--- src/sv/pdc_pkg.sv ---
// Package for the pixel decimate and convert block.
// Holds shared constants, types, codes and the divide-by-255 helper.
// No dependencies.
`default_nettype none

package pdc_pkg;

    // Width of the column counter.
    localparam int CNT_W = 16;

    // Configuration port widths.
    localparam int CFG_IDX_W  = 8;
    localparam int CFG_DATA_W = 16;

    // Configuration register indexes.
    localparam logic [CFG_IDX_W-1:0] CFG_SOURCE_WIDTH  = 8'd0;
    localparam logic [CFG_IDX_W-1:0] CFG_SAMPLE_STEP   = 8'd1;
    localparam logic [CFG_IDX_W-1:0] CFG_SOURCE_LAYOUT = 8'd2;
    localparam logic [CFG_IDX_W-1:0] CFG_GRAY_OUTPUT   = 8'd3;

    // Q0.16 luma coefficients.
    localparam logic [15:0] COEF_R = 16'd19661;
    localparam logic [15:0] COEF_G = 16'd38666;
    localparam logic [15:0] COEF_B = 16'd7209;

    localparam logic [7:0] ALPHA_OPAQUE = 8'd255;

    // Source pixel layouts.
    typedef enum logic [1:0] {
        LAYOUT_GRAY       = 2'd0,
        LAYOUT_GRAY_ALPHA = 2'd1,
        LAYOUT_RGB        = 2'd2,
        LAYOUT_RGBA       = 2'd3
    } t_layout;

    // Controller states.
    typedef enum logic [1:0] {
        ST_IDLE,
        ST_LUMA,
        ST_PREM
    } t_state;

    // Commands from the controller to the datapath.
    typedef struct packed {
        logic capture;
        logic do_luma;
        logic load_out;
    } t_pdc_cmd;

    // Status from the datapath to the controller.
    typedef struct packed {
        logic keep;
    } t_pdc_sts;

    // c * a / 255, rounded to nearest.
    function automatic logic [7:0] mul_div255(input logic [7:0] c, input logic [7:0] a);
        logic [16:0] x;
        logic [16:0] y;
        x = {1'b0, 16'(c) * 16'(a)} + 17'd128;
        y = x + (x >> 8);
        return y[15:8];
    endfunction

endpackage

`default_nettype wire

--- src/sv/pdc_in_if.sv ---
// Input pixel channel: valid/ready handshake with four pixel bytes.
// No dependencies.
`default_nettype none

interface pdc_in_if;
    logic       valid;
    logic       ready;
    logic [7:0] byte0;
    logic [7:0] byte1;
    logic [7:0] byte2;
    logic [7:0] byte3;

    modport source (output valid, output byte0, output byte1, output byte2,
                    output byte3, input ready);
    modport sink   (input valid, input byte0, input byte1, input byte2,
                    input byte3, output ready);
endinterface

`default_nettype wire

--- src/sv/pdc_out_if.sv ---
// Output pixel channel: valid/ready handshake with four colour channels.
// No dependencies.
`default_nettype none

interface pdc_out_if;
    logic       valid;
    logic       ready;
    logic [7:0] out_red;
    logic [7:0] out_green;
    logic [7:0] out_blue;
    logic [7:0] out_alpha;

    modport source (output valid, output out_red, output out_green,
                    output out_blue, output out_alpha, input ready);
    modport sink   (input valid, input out_red, input out_green,
                    input out_blue, input out_alpha, output ready);
endinterface

`default_nettype wire

--- src/sv/pdc_cfg_if.sv ---
// Configuration write channel: valid/ready with register index and data.
// Depends on pdc_pkg for the field widths.
`default_nettype none

interface pdc_cfg_if;
    logic                           valid;
    logic                           ready;
    logic [pdc_pkg::CFG_IDX_W-1:0]  reg_index;
    logic [pdc_pkg::CFG_DATA_W-1:0] wdata;

    modport source (output valid, output reg_index, output wdata, input ready);
    modport sink   (input valid, input reg_index, input wdata, output ready);
endinterface

`default_nettype wire

--- src/sv/pdc_ctrl.sv ---
// Controller for the pixel decimate and convert block: sequences capture,
// luma and premultiply, and owns the output valid flag. Depends on pdc_pkg.
`default_nettype none

module pdc_ctrl (
    input  wire               i_clk,
    input  wire               i_rst_n,
    input  wire               i_in_valid,
    output logic              o_in_ready,
    output logic              o_out_valid,
    input  wire               i_out_ready,
    input  pdc_pkg::t_pdc_sts i_sts,
    output pdc_pkg::t_pdc_cmd o_cmd
);

    pdc_pkg::t_state r_state;
    pdc_pkg::t_state n_state;
    logic            r_out_valid;
    logic            n_out_valid;
    logic            out_free;

    // State and output valid registers.
    always_ff @(posedge i_clk) begin
        if (!i_rst_n) begin
            r_state     <= pdc_pkg::ST_IDLE;
            r_out_valid <= 1'b0;
        end else begin
            r_state     <= n_state;
            r_out_valid <= n_out_valid;
        end
    end

    // The output slot is free when empty or being taken this cycle.
    assign out_free = !r_out_valid || i_out_ready;

    // Next state and commands.
    always_comb begin
        n_state    = r_state;
        o_cmd      = '0;
        o_in_ready = 1'b0;
        case (r_state)
            pdc_pkg::ST_IDLE: begin
                o_in_ready = 1'b1;
                if (i_in_valid) begin
                    o_cmd.capture = 1'b1;
                    if (i_sts.keep) begin
                        n_state = pdc_pkg::ST_LUMA;
                    end
                end
            end
            pdc_pkg::ST_LUMA: begin
                o_cmd.do_luma = 1'b1;
                n_state       = pdc_pkg::ST_PREM;
            end
            pdc_pkg::ST_PREM: begin
                if (out_free) begin
                    o_cmd.load_out = 1'b1;
                    n_state        = pdc_pkg::ST_IDLE;
                end
            end
            default: begin
                n_state = pdc_pkg::ST_IDLE;
            end
        endcase

        if (o_cmd.load_out) begin
            n_out_valid = 1'b1;
        end else if (i_out_ready) begin
            n_out_valid = 1'b0;
        end else begin
            n_out_valid = r_out_valid;
        end
    end

    assign o_out_valid = r_out_valid;

endmodule

`default_nettype wire

--- src/sv/pdc_datapath.sv ---
// Datapath for the pixel decimate and convert block: configuration
// registers, phase counters, luma and premultiply. Depends on pdc_pkg.
`default_nettype none

module pdc_datapath (
    input  wire               i_clk,
    input  wire               i_rst_n,
    pdc_cfg_if.sink           i_cfg,
    input  wire  [7:0]        i_byte0,
    input  wire  [7:0]        i_byte1,
    input  wire  [7:0]        i_byte2,
    input  wire  [7:0]        i_byte3,
    input  pdc_pkg::t_pdc_cmd i_cmd,
    output pdc_pkg::t_pdc_sts o_sts,
    output logic [7:0]        o_red,
    output logic [7:0]        o_green,
    output logic [7:0]        o_blue,
    output logic [7:0]        o_alpha
);

    // Configuration registers.
    logic [15:0]      r_source_width;
    logic [7:0]       r_sample_step;
    pdc_pkg::t_layout r_source_layout;
    logic             r_gray_output;

    // Decimation counters.
    logic [pdc_pkg::CNT_W-1:0] r_col;
    logic [7:0]                r_col_phase;
    logic [7:0]                r_row_phase;

    // Captured pixel, luma and output registers.
    logic [7:0] r_b0, r_b1, r_b2, r_b3;
    logic [7:0] r_luma;
    logic [7:0] r_out_red, r_out_green, r_out_blue, r_out_alpha;

    logic [7:0]                step_eff;
    logic [pdc_pkg::CNT_W-1:0] width_eff;
    logic [pdc_pkg::CNT_W:0]   col_inc;
    logic                      row_end;
    logic [8:0]                col_ph_inc;
    logic [8:0]                row_ph_inc;
    logic [7:0]                col_ph_nxt;
    logic [7:0]                row_ph_nxt;
    logic [23:0]               luma_sum;
    logic [7:0]                m0_c, m0_a;
    logic [7:0]                md0, md1, md2;
    logic [7:0]                n_red, n_green, n_blue, n_alpha;

    // Configuration writes are always taken.
    assign i_cfg.ready = 1'b1;

    always_ff @(posedge i_clk) begin
        if (!i_rst_n) begin
            r_source_width  <= 16'd1;
            r_sample_step   <= 8'd1;
            r_source_layout <= pdc_pkg::LAYOUT_RGBA;
            r_gray_output   <= 1'b0;
        end else if (i_cfg.valid) begin
            case (i_cfg.reg_index)
                pdc_pkg::CFG_SOURCE_WIDTH:  r_source_width  <= i_cfg.wdata[15:0];
                pdc_pkg::CFG_SAMPLE_STEP:   r_sample_step   <= i_cfg.wdata[7:0];
                pdc_pkg::CFG_SOURCE_LAYOUT: r_source_layout <= pdc_pkg::t_layout'(i_cfg.wdata[1:0]);
                pdc_pkg::CFG_GRAY_OUTPUT:   r_gray_output   <= i_cfg.wdata[0];
                default: ;
            endcase
        end
    end

    // Counter advance. A zero width or step behaves as one.
    always_comb begin
        step_eff   = (r_sample_step == 8'd0) ? 8'd1 : r_sample_step;
        width_eff  = (r_source_width == 16'd0) ? 16'd1 : r_source_width;
        col_inc    = {1'b0, r_col} + 17'd1;
        row_end    = (col_inc >= {1'b0, width_eff}) || (&r_col);
        col_ph_inc = {1'b0, r_col_phase} + 9'd1;
        row_ph_inc = {1'b0, r_row_phase} + 9'd1;
        col_ph_nxt = (col_ph_inc >= {1'b0, step_eff}) ? 8'd0 : col_ph_inc[7:0];
        row_ph_nxt = (row_ph_inc >= {1'b0, step_eff}) ? 8'd0 : row_ph_inc[7:0];
    end

    assign o_sts.keep = (r_col_phase == 8'd0) && (r_row_phase == 8'd0);

    always_ff @(posedge i_clk) begin
        if (!i_rst_n) begin
            r_col       <= '0;
            r_col_phase <= 8'd0;
            r_row_phase <= 8'd0;
        end else if (i_cmd.capture) begin
            if (row_end) begin
                r_col       <= '0;
                r_col_phase <= 8'd0;
                r_row_phase <= row_ph_nxt;
            end else begin
                r_col       <= col_inc[pdc_pkg::CNT_W-1:0];
                r_col_phase <= col_ph_nxt;
            end
        end
    end

    // Pixel capture.
    always_ff @(posedge i_clk) begin
        if (i_cmd.capture) begin
            r_b0 <= i_byte0;
            r_b1 <= i_byte1;
            r_b2 <= i_byte2;
            r_b3 <= i_byte3;
        end
    end

    // Luma: Q0.16 weighted sum, top byte kept.
    assign luma_sum = 24'(pdc_pkg::COEF_R) * 24'(r_b0)
                    + 24'(pdc_pkg::COEF_G) * 24'(r_b1)
                    + 24'(pdc_pkg::COEF_B) * 24'(r_b2);

    always_ff @(posedge i_clk) begin
        if (i_cmd.do_luma) begin
            r_luma <= luma_sum[23:16];
        end
    end

    // Premultiply. The first unit serves luma by alpha and gray by alpha.
    always_comb begin
        m0_c = (r_gray_output && (r_source_layout == pdc_pkg::LAYOUT_RGBA)) ? r_luma : r_b0;
        m0_a = (r_source_layout == pdc_pkg::LAYOUT_GRAY_ALPHA) ? r_b1 : r_b3;
        md0  = pdc_pkg::mul_div255(m0_c, m0_a);
        md1  = pdc_pkg::mul_div255(r_b1, r_b3);
        md2  = pdc_pkg::mul_div255(r_b2, r_b3);

        n_red   = 8'd0;
        n_green = 8'd0;
        n_blue  = 8'd0;
        n_alpha = 8'd0;
        if (r_gray_output) begin
            case (r_source_layout)
                pdc_pkg::LAYOUT_GRAY:       n_red = r_b0;
                pdc_pkg::LAYOUT_GRAY_ALPHA: n_red = md0;
                pdc_pkg::LAYOUT_RGB:        n_red = r_luma;
                default:                    n_red = md0;
            endcase
        end else begin
            case (r_source_layout)
                pdc_pkg::LAYOUT_GRAY: begin
                    n_red   = r_b0;
                    n_green = r_b0;
                    n_blue  = r_b0;
                    n_alpha = pdc_pkg::ALPHA_OPAQUE;
                end
                pdc_pkg::LAYOUT_GRAY_ALPHA: begin
                    n_red   = md0;
                    n_green = md0;
                    n_blue  = md0;
                    n_alpha = r_b1;
                end
                pdc_pkg::LAYOUT_RGB: begin
                    n_red   = r_b0;
                    n_green = r_b1;
                    n_blue  = r_b2;
                    n_alpha = pdc_pkg::ALPHA_OPAQUE;
                end
                default: begin
                    n_red   = md0;
                    n_green = md1;
                    n_blue  = md2;
                    n_alpha = r_b3;
                end
            endcase
        end
    end

    // Output register.
    always_ff @(posedge i_clk) begin
        if (i_cmd.load_out) begin
            r_out_red   <= n_red;
            r_out_green <= n_green;
            r_out_blue  <= n_blue;
            r_out_alpha <= n_alpha;
        end
    end

    assign o_red   = r_out_red;
    assign o_green = r_out_green;
    assign o_blue  = r_out_blue;
    assign o_alpha = r_out_alpha;

endmodule

`default_nettype wire

--- src/sv/pixel_decimate_and_convert_top.sv ---
// Top level of the pixel decimate and convert block.
// Depends on pdc_pkg, the three channel interfaces, pdc_ctrl and pdc_datapath.
//
// Usage:
// Pixels arrive in raster order on i_pix, one per transfer. A column counter
// and a column phase counter step on every transfer, a row phase counter at
// each row end; a pixel is kept only when both phases are zero, otherwise it
// is dropped with no result. A kept pixel is turned into gray (out_red, other
// channels zero) or into premultiplied RGBA, and leaves on o_pix.
// Configuration is written on i_cfg (index 0 source width, 1 sample step,
// 2 source layout, 3 gray output); writes are always accepted and should be
// made while the block is idle.
// A dropped pixel ends in the idle state, so the next pixel can be taken; a
// kept pixel goes through capture, luma register and premultiply into the
// output register, set by the controller sequence over the shared luma and
// premultiply units, and input stops until that sequence is back in idle.
// The output register holds one result; the next pixel is accepted while it
// waits. If the receiver stalls, the following kept pixel waits in the
// premultiply step and input stops until the output register frees.
// Reset restores the register defaults (width 1, step 1, RGBA source, RGBA
// output) and clears the counters and the output valid flag.
`default_nettype none

module pixel_decimate_and_convert_top (
    input  wire      i_clk,
    input  wire      i_rst_n,
    pdc_in_if.sink   i_pix,
    pdc_out_if.source o_pix,
    pdc_cfg_if.sink  i_cfg
);

    pdc_pkg::t_pdc_cmd cmd;
    pdc_pkg::t_pdc_sts sts;

    pdc_ctrl u_ctrl (
        .i_clk       (i_clk),
        .i_rst_n     (i_rst_n),
        .i_in_valid  (i_pix.valid),
        .o_in_ready  (i_pix.ready),
        .o_out_valid (o_pix.valid),
        .i_out_ready (o_pix.ready),
        .i_sts       (sts),
        .o_cmd       (cmd)
    );

    pdc_datapath u_datapath (
        .i_clk   (i_clk),
        .i_rst_n (i_rst_n),
        .i_cfg   (i_cfg),
        .i_byte0 (i_pix.byte0),
        .i_byte1 (i_pix.byte1),
        .i_byte2 (i_pix.byte2),
        .i_byte3 (i_pix.byte3),
        .i_cmd   (cmd),
        .o_sts   (sts),
        .o_red   (o_pix.out_red),
        .o_green (o_pix.out_green),
        .o_blue  (o_pix.out_blue),
        .o_alpha (o_pix.out_alpha)
    );

endmodule

`default_nettype wire
--- src/flat_wrapper.sv ---
// flat-port wrapper written by rule: the top's interface ports become plain ports
module pixel_decimate_and_convert_top_flat 
  (i_clk, i_rst_n, i_pix_valid, i_pix_byte0, i_pix_byte1, i_pix_byte2, i_pix_byte3, i_pix_ready, o_pix_valid, o_pix_out_red, o_pix_out_green, o_pix_out_blue, o_pix_out_alpha, o_pix_ready, i_cfg_valid, i_cfg_reg_index, i_cfg_wdata, i_cfg_ready);
  pdc_in_if i_pix_i ();
  pdc_out_if o_pix_i ();
  pdc_cfg_if i_cfg_i ();
  input  wire i_clk;
  input  wire i_rst_n;
  input wire logic [$bits(i_pix_i.valid)-1:0] i_pix_valid;
  input wire logic [$bits(i_pix_i.byte0)-1:0] i_pix_byte0;
  input wire logic [$bits(i_pix_i.byte1)-1:0] i_pix_byte1;
  input wire logic [$bits(i_pix_i.byte2)-1:0] i_pix_byte2;
  input wire logic [$bits(i_pix_i.byte3)-1:0] i_pix_byte3;
  output wire logic [$bits(i_pix_i.ready)-1:0] i_pix_ready;
  output wire logic [$bits(o_pix_i.valid)-1:0] o_pix_valid;
  output wire logic [$bits(o_pix_i.out_red)-1:0] o_pix_out_red;
  output wire logic [$bits(o_pix_i.out_green)-1:0] o_pix_out_green;
  output wire logic [$bits(o_pix_i.out_blue)-1:0] o_pix_out_blue;
  output wire logic [$bits(o_pix_i.out_alpha)-1:0] o_pix_out_alpha;
  input wire logic [$bits(o_pix_i.ready)-1:0] o_pix_ready;
  input wire logic [$bits(i_cfg_i.valid)-1:0] i_cfg_valid;
  input wire logic [$bits(i_cfg_i.reg_index)-1:0] i_cfg_reg_index;
  input wire logic [$bits(i_cfg_i.wdata)-1:0] i_cfg_wdata;
  output wire logic [$bits(i_cfg_i.ready)-1:0] i_cfg_ready;
  assign i_pix_i.valid = i_pix_valid;
  assign i_pix_i.byte0 = i_pix_byte0;
  assign i_pix_i.byte1 = i_pix_byte1;
  assign i_pix_i.byte2 = i_pix_byte2;
  assign i_pix_i.byte3 = i_pix_byte3;
  assign i_pix_ready = i_pix_i.ready;
  assign o_pix_valid = o_pix_i.valid;
  assign o_pix_out_red = o_pix_i.out_red;
  assign o_pix_out_green = o_pix_i.out_green;
  assign o_pix_out_blue = o_pix_i.out_blue;
  assign o_pix_out_alpha = o_pix_i.out_alpha;
  assign o_pix_i.ready = o_pix_ready;
  assign i_cfg_i.valid = i_cfg_valid;
  assign i_cfg_i.reg_index = i_cfg_reg_index;
  assign i_cfg_i.wdata = i_cfg_wdata;
  assign i_cfg_ready = i_cfg_i.ready;
  pixel_decimate_and_convert_top u_core (.i_clk(i_clk), .i_rst_n(i_rst_n), .i_pix(i_pix_i), .o_pix(o_pix_i), .i_cfg(i_cfg_i));
endmodule
--- config.mk ---
export PLATFORM = sky130hd
export DESIGN_NAME = pixel_decimate_and_convert_top_flat
export DESIGN_NICKNAME = d
export VERILOG_FILES = /design/src/sv/pdc_pkg.sv /design/src/sv/pdc_in_if.sv /design/src/sv/pdc_out_if.sv /design/src/sv/pdc_cfg_if.sv /design/src/sv/pdc_ctrl.sv /design/src/sv/pdc_datapath.sv /design/src/sv/pixel_decimate_and_convert_top.sv /design/src/flat_wrapper.sv
export SDC_FILE = /design/constraint.sdc
export NUM_CORES = 1
export LEC_CHECK = 0
export BUFFER_PORTS_ARGS = -buffer_cell sky130_fd_sc_hd__buf_2
export CORE_MARGIN = 5
export CORE_UTILIZATION = 58
export DETAILED_ROUTE_END_ITERATION = 10
export GPL_TIMING_DRIVEN = 1
export PLACE_DENSITY = 0.78
export SLEW_MARGIN = 20
export SYNTH_ARGS = -nofsm -noshare
export SYNTH_HDL_FRONTEND = slang
export SYNTH_HIERARCHICAL = 1
export SYNTH_SLANG_ARGS = --single-unit
--- constraint.sdc ---
create_clock -name i_clk -period 6.73 [get_ports i_clk]
set_input_delay 0 -clock i_clk [delete_from_list [all_inputs] [get_ports i_clk]]
set_output_delay 0 -clock i_clk [all_outputs]
set_load 0.02 [all_outputs]
==> run summary <==
The min-delay analysis places its worst path in the category in2reg. The design area came out at 25710 sq um. The detailed router used layers up to and including met5. The number of global-route vias before repair is roughly 19000. The post-synthesis cell type with the largest combined area is sky130_fd_sc_hd__ha_1. The shortest period the worst path allows is between 7 and 8 ns.

The area growth from synthesis to layout is 26.50%. The die is 197.2 um tall. The floorplan step defined a die boundary enclosing 38880 sq um. The maximum fanout along the worst path came out at 3. The overall via count from detail_route is 17875. The worst clock skew came out at approximately 0.017 ns.

The worst setup path is launched from a flip-flop. The area of the mapped netlist came out at 20320 sq um. The H-tree generated during clock tree synthesis spans 4 levels. The synthesized instance count came out at 2217.

The fraction of the yosys area taken by sequential cells came out at 16.75%. The die span in x came out at slightly below 200 um. The net total in the final layout came out at 3195.

Setup repair after global routing could not meet its margin everywhere. The filler cells instantiated in the layout total between 2000 and 2500. The number of enable-type register cells in the synthesized netlist is approximately 70. In the layout the commonest cells are sky130_fd_sc_hd__inv_1, sky130_fd_sc_hd__ha_1, sky130_fd_sc_hd__buf_4. The largest individual stage delay along the critical path comes from the cell sky130_fd_sc_hd__fa_1. In this run the cell area measured after placement is between 20000 and 25000 sq um. The wire length on met2 came out at 30660 um. Data arrives at the worst endpoint at about 7.4 ns. The async set or reset register ratio after synthesis is 0%. The most numerous cell on the critical path is sky130_fd_sc_hd__fa_1.

The initial antenna violation count is 3. The number of hold-slack violations in the final timing report is 0. The length of routed wiring on met1 is about 23000 um. The share of the synthesized area in the top cell type came out at a little over a fifth. The routed wire length on met3 came out at ~4700 um. 96 I/O pins were placed. After layout, the worst path uses 106.3% of the clock period. The count of port buffers added during placement came out at 94. The post-synthesis net count is 2840. Max-cap violations in this run came to 0. The total CTS buffers came out at 17.

The area taken by multi-input logic gates is 16490 sq um. The starting density of the core is just under 60%. By area the synthesized netlist is led by sky130_fd_sc_hd__ha_1, sky130_fd_sc_hd__fa_1, sky130_fd_sc_hd__edfxtp_1. The total wire length came out at a little over 60000 um. The remaining routing DRC violations came out at 0. TritonCTS built the clock tree. For this run, the number of Yosys warnings is 6.

The post-detailed-route wirelength per cell is just over 20 um. By startpoint and endpoint, the worst setup path is classified as reg2reg. The final reports fail on setup timing. Headroom to the max-slew limit came out at 23.11%. After detailed routing, the number of vias per cell comes to slightly below 6.

STA classifies the critical path endpoint as a flip-flop. The final HPWL from detailed placement came out at 45010 um. The clock transition at the registers of the reported paths is around 0.070 ns. The remaining number of nets flagged by the antenna check after routing came out at 0. The clock latency on the worst-skew pair came out at 0.45 ns.

The final count of negative-setup-slack endpoints is 23. The maximum clock insertion buffer count is 2. The upper clock frequency limit came out at 139.8 MHz.

The library cell used most frequently in the layout, excluding fill and tap cells, is sky130_fd_sc_hd__inv_1. The register bit count reported by yosys is ~130. The total congestion overflow came out at 0. Synthesis instantiated 90 different standard cells from the library. The minimum setup slack in the final design is -0.4223 ns. The largest registers in the layout are u_core/u_datapath/r_col (16), u_core/u_datapath/r_source_width (16).

The row count came out at approximately 70. The worst setup timing slack at the placement stage is -0.5067 ns. The count of routing violations after the opening detailed-route iteration is between 1000 and 1500. The required time at the worst-slack endpoint came out at 6.93 ns. The maximum number of pins on one net before global-route repair is 58. The number of slew-limit violations in the final report came to 0.

Before antenna repair, the detailed router went through 5 iterations. For this run, the leading register cell type out of synthesis is sky130_fd_sc_hd__edfxtp_1. The core region area is roughly 35000 sq um. The total routing resource utilization after global routing is just over 30%.

CTS placed an instance of sky130_fd_sc_hd__clkbuf_16 at the clock tree root. The stage delay of the slowest cell on the critical path is between 0.5 and 0.6 ns. The final total negative setup slack came out at -3.674 ns. Dividing the synthesized area by the synthesized cell count gives between 9 and 10 sq um.

The ratio of cells with drive above 1 in the final layout came out at about a quarter. The routability congestion estimate from global placement came out at about 0.95. The clock sink count is 134. The flow ran to the end, but the final reports show violations. The register cell area after layout is between 3000 and 4000 sq um. The wire length of the first global-routing pass came out at ~96000 um.

For the pin with the worst max-slew slack, the measured transition is 1.153 ns.
-- final timing paths --
path                                 startpoint                                  to  slack [ns]  cells after the start
max                   u_core/u_datapath/r_b1[7]         u_core/u_datapath/r_luma[7]       -0.42                     29
min                          i_cfg_reg_index[1]  u_core/u_datapath/r_sample_step[4]        0.02                      4
max reg2reg           u_core/u_datapath/r_b1[7]         u_core/u_datapath/r_luma[7]       -0.42                     29
min reg2reg  u_core/u_datapath/r_sample_step[1]  u_core/u_datapath/r_sample_step[1]        0.47                      2
-- routing by layer --
layer | track usage (%) | vias up
li1 | - | 8120
met1 | 35.98 | 8666
met2 | 54.18 | 849
met3 | 5.748 | 238
met4 | 14.66 | 2
met5 | 0 | -
-- synth_stat cells, types with 6 or more instances --
master / n
sky130_fd_sc_hd__inv_1: 394
sky130_fd_sc_hd__ha_1: 347
sky130_fd_sc_hd__fa_1: 215
sky130_fd_sc_hd__nand2_1: 186
sky130_fd_sc_hd__nor2_1: 118
sky130_fd_sc_hd__a21oi_1: 75
sky130_fd_sc_hd__and2_1: 73
sky130_fd_sc_hd__edfxtp_1: 72
sky130_fd_sc_hd__dfxtp_1: 62
sky130_fd_sc_hd__xnor2_1: 58
sky130_fd_sc_hd__o21ai_0: 55
sky130_fd_sc_hd__clkbuf_1: 46
sky130_fd_sc_hd__nand3_1: 39
sky130_fd_sc_hd__a21boi_0: 38
sky130_fd_sc_hd__a21o_1: 38
sky130_fd_sc_hd__mux2i_1: 32
sky130_fd_sc_hd__or2_2: 30
sky130_fd_sc_hd__nor3_1: 29
sky130_fd_sc_hd__xor2_1: 28
sky130_fd_sc_hd__o21a_1: 25
sky130_fd_sc_hd__and3_1: 20
sky130_fd_sc_hd__nor2b_1: 20
sky130_fd_sc_hd__a211oi_1: 18
sky130_fd_sc_hd__nand2b_1: 17
sky130_fd_sc_hd__nand4_1: 15
sky130_fd_sc_hd__nor4_1: 10
sky130_fd_sc_hd__a2111oi_0: 9
sky130_fd_sc_hd__a31oi_1: 8
sky130_fd_sc_hd__nand3b_1: 8
sky130_fd_sc_hd__o211ai_1: 7
sky130_fd_sc_hd__or3_1: 7
sky130_fd_sc_hd__a221oi_1: 6
sky130_fd_sc_hd__o21bai_1: 6
-- stage by stage --
step | instances | utilization, % | hold slack (ns)
6_report | 3042 | 74.42 | 0.02492
2_1_floorplan | 2217 | - | 0.09887
5_1_grt | 3042 | 74.42 | 0.07185
3_5_place_dp | 2890 | 66.10 | 0.1786
3_3_place_gp | 2890 | 66.10 | 0.1785
4_1_cts | 3010 | 71.28 | 0.01708
-- worst max-delay path: cells and delay by family (launching register included) --
family | cells | cell delay, ns
AOI/OAI and AO/OA | 9 | 1.79
xor gates and xnor gates | 3 | 0.45
adders and majority gates | 9 | 3.50
buffers and inverters | 5 | 0.34
DFF | 1 | 0.48
and+or+nand+nor | 3 | 0.35
-- layout make-up --
cell class | instances | share of cell area, %
Clock buffer | 22 | 1.932
Timing Repair Buffer | 400 | 12.34
Inverter | 394 | 5.753
Tap cell | 455 | 2.215
Antenna cell | 2 | 0.01947
Multi-Input combinational cell | 1625 | 64.14
Clock inverter | 10 | 0.3261
Sequential cell | 134 | 13.27
-- kinds of logic (layout without fill, tap and decap cells) --
family / count (synthesis) / in the layout / share of synthesized area [%]
simple gates: 598 / 598 / 14.71
fa+ha+maj: 562 / 562 / 42.54
buf+inv: 458 / 826 / 8.755
compound gates: 345 / 345 / 11.83
flops: 134 / 134 / 16.75
xor+xnor: 87 / 87 / 3.817
mux: 32 / 32 / 1.576
other cells: 1 / 3 / 0.01845
-- timing repair --
item                       CTS  global route
setup buffers               38            35
setup endpoints to repair   32            32
cloned                       1             1
resized for setup           86           161
hold buffers                49             0
hold endpoints to repair    60             0
pin swaps                   42           128
Power is not shown: default switching activity piles up to over one toggle a cycle in this logic, so the estimate is an artifact.
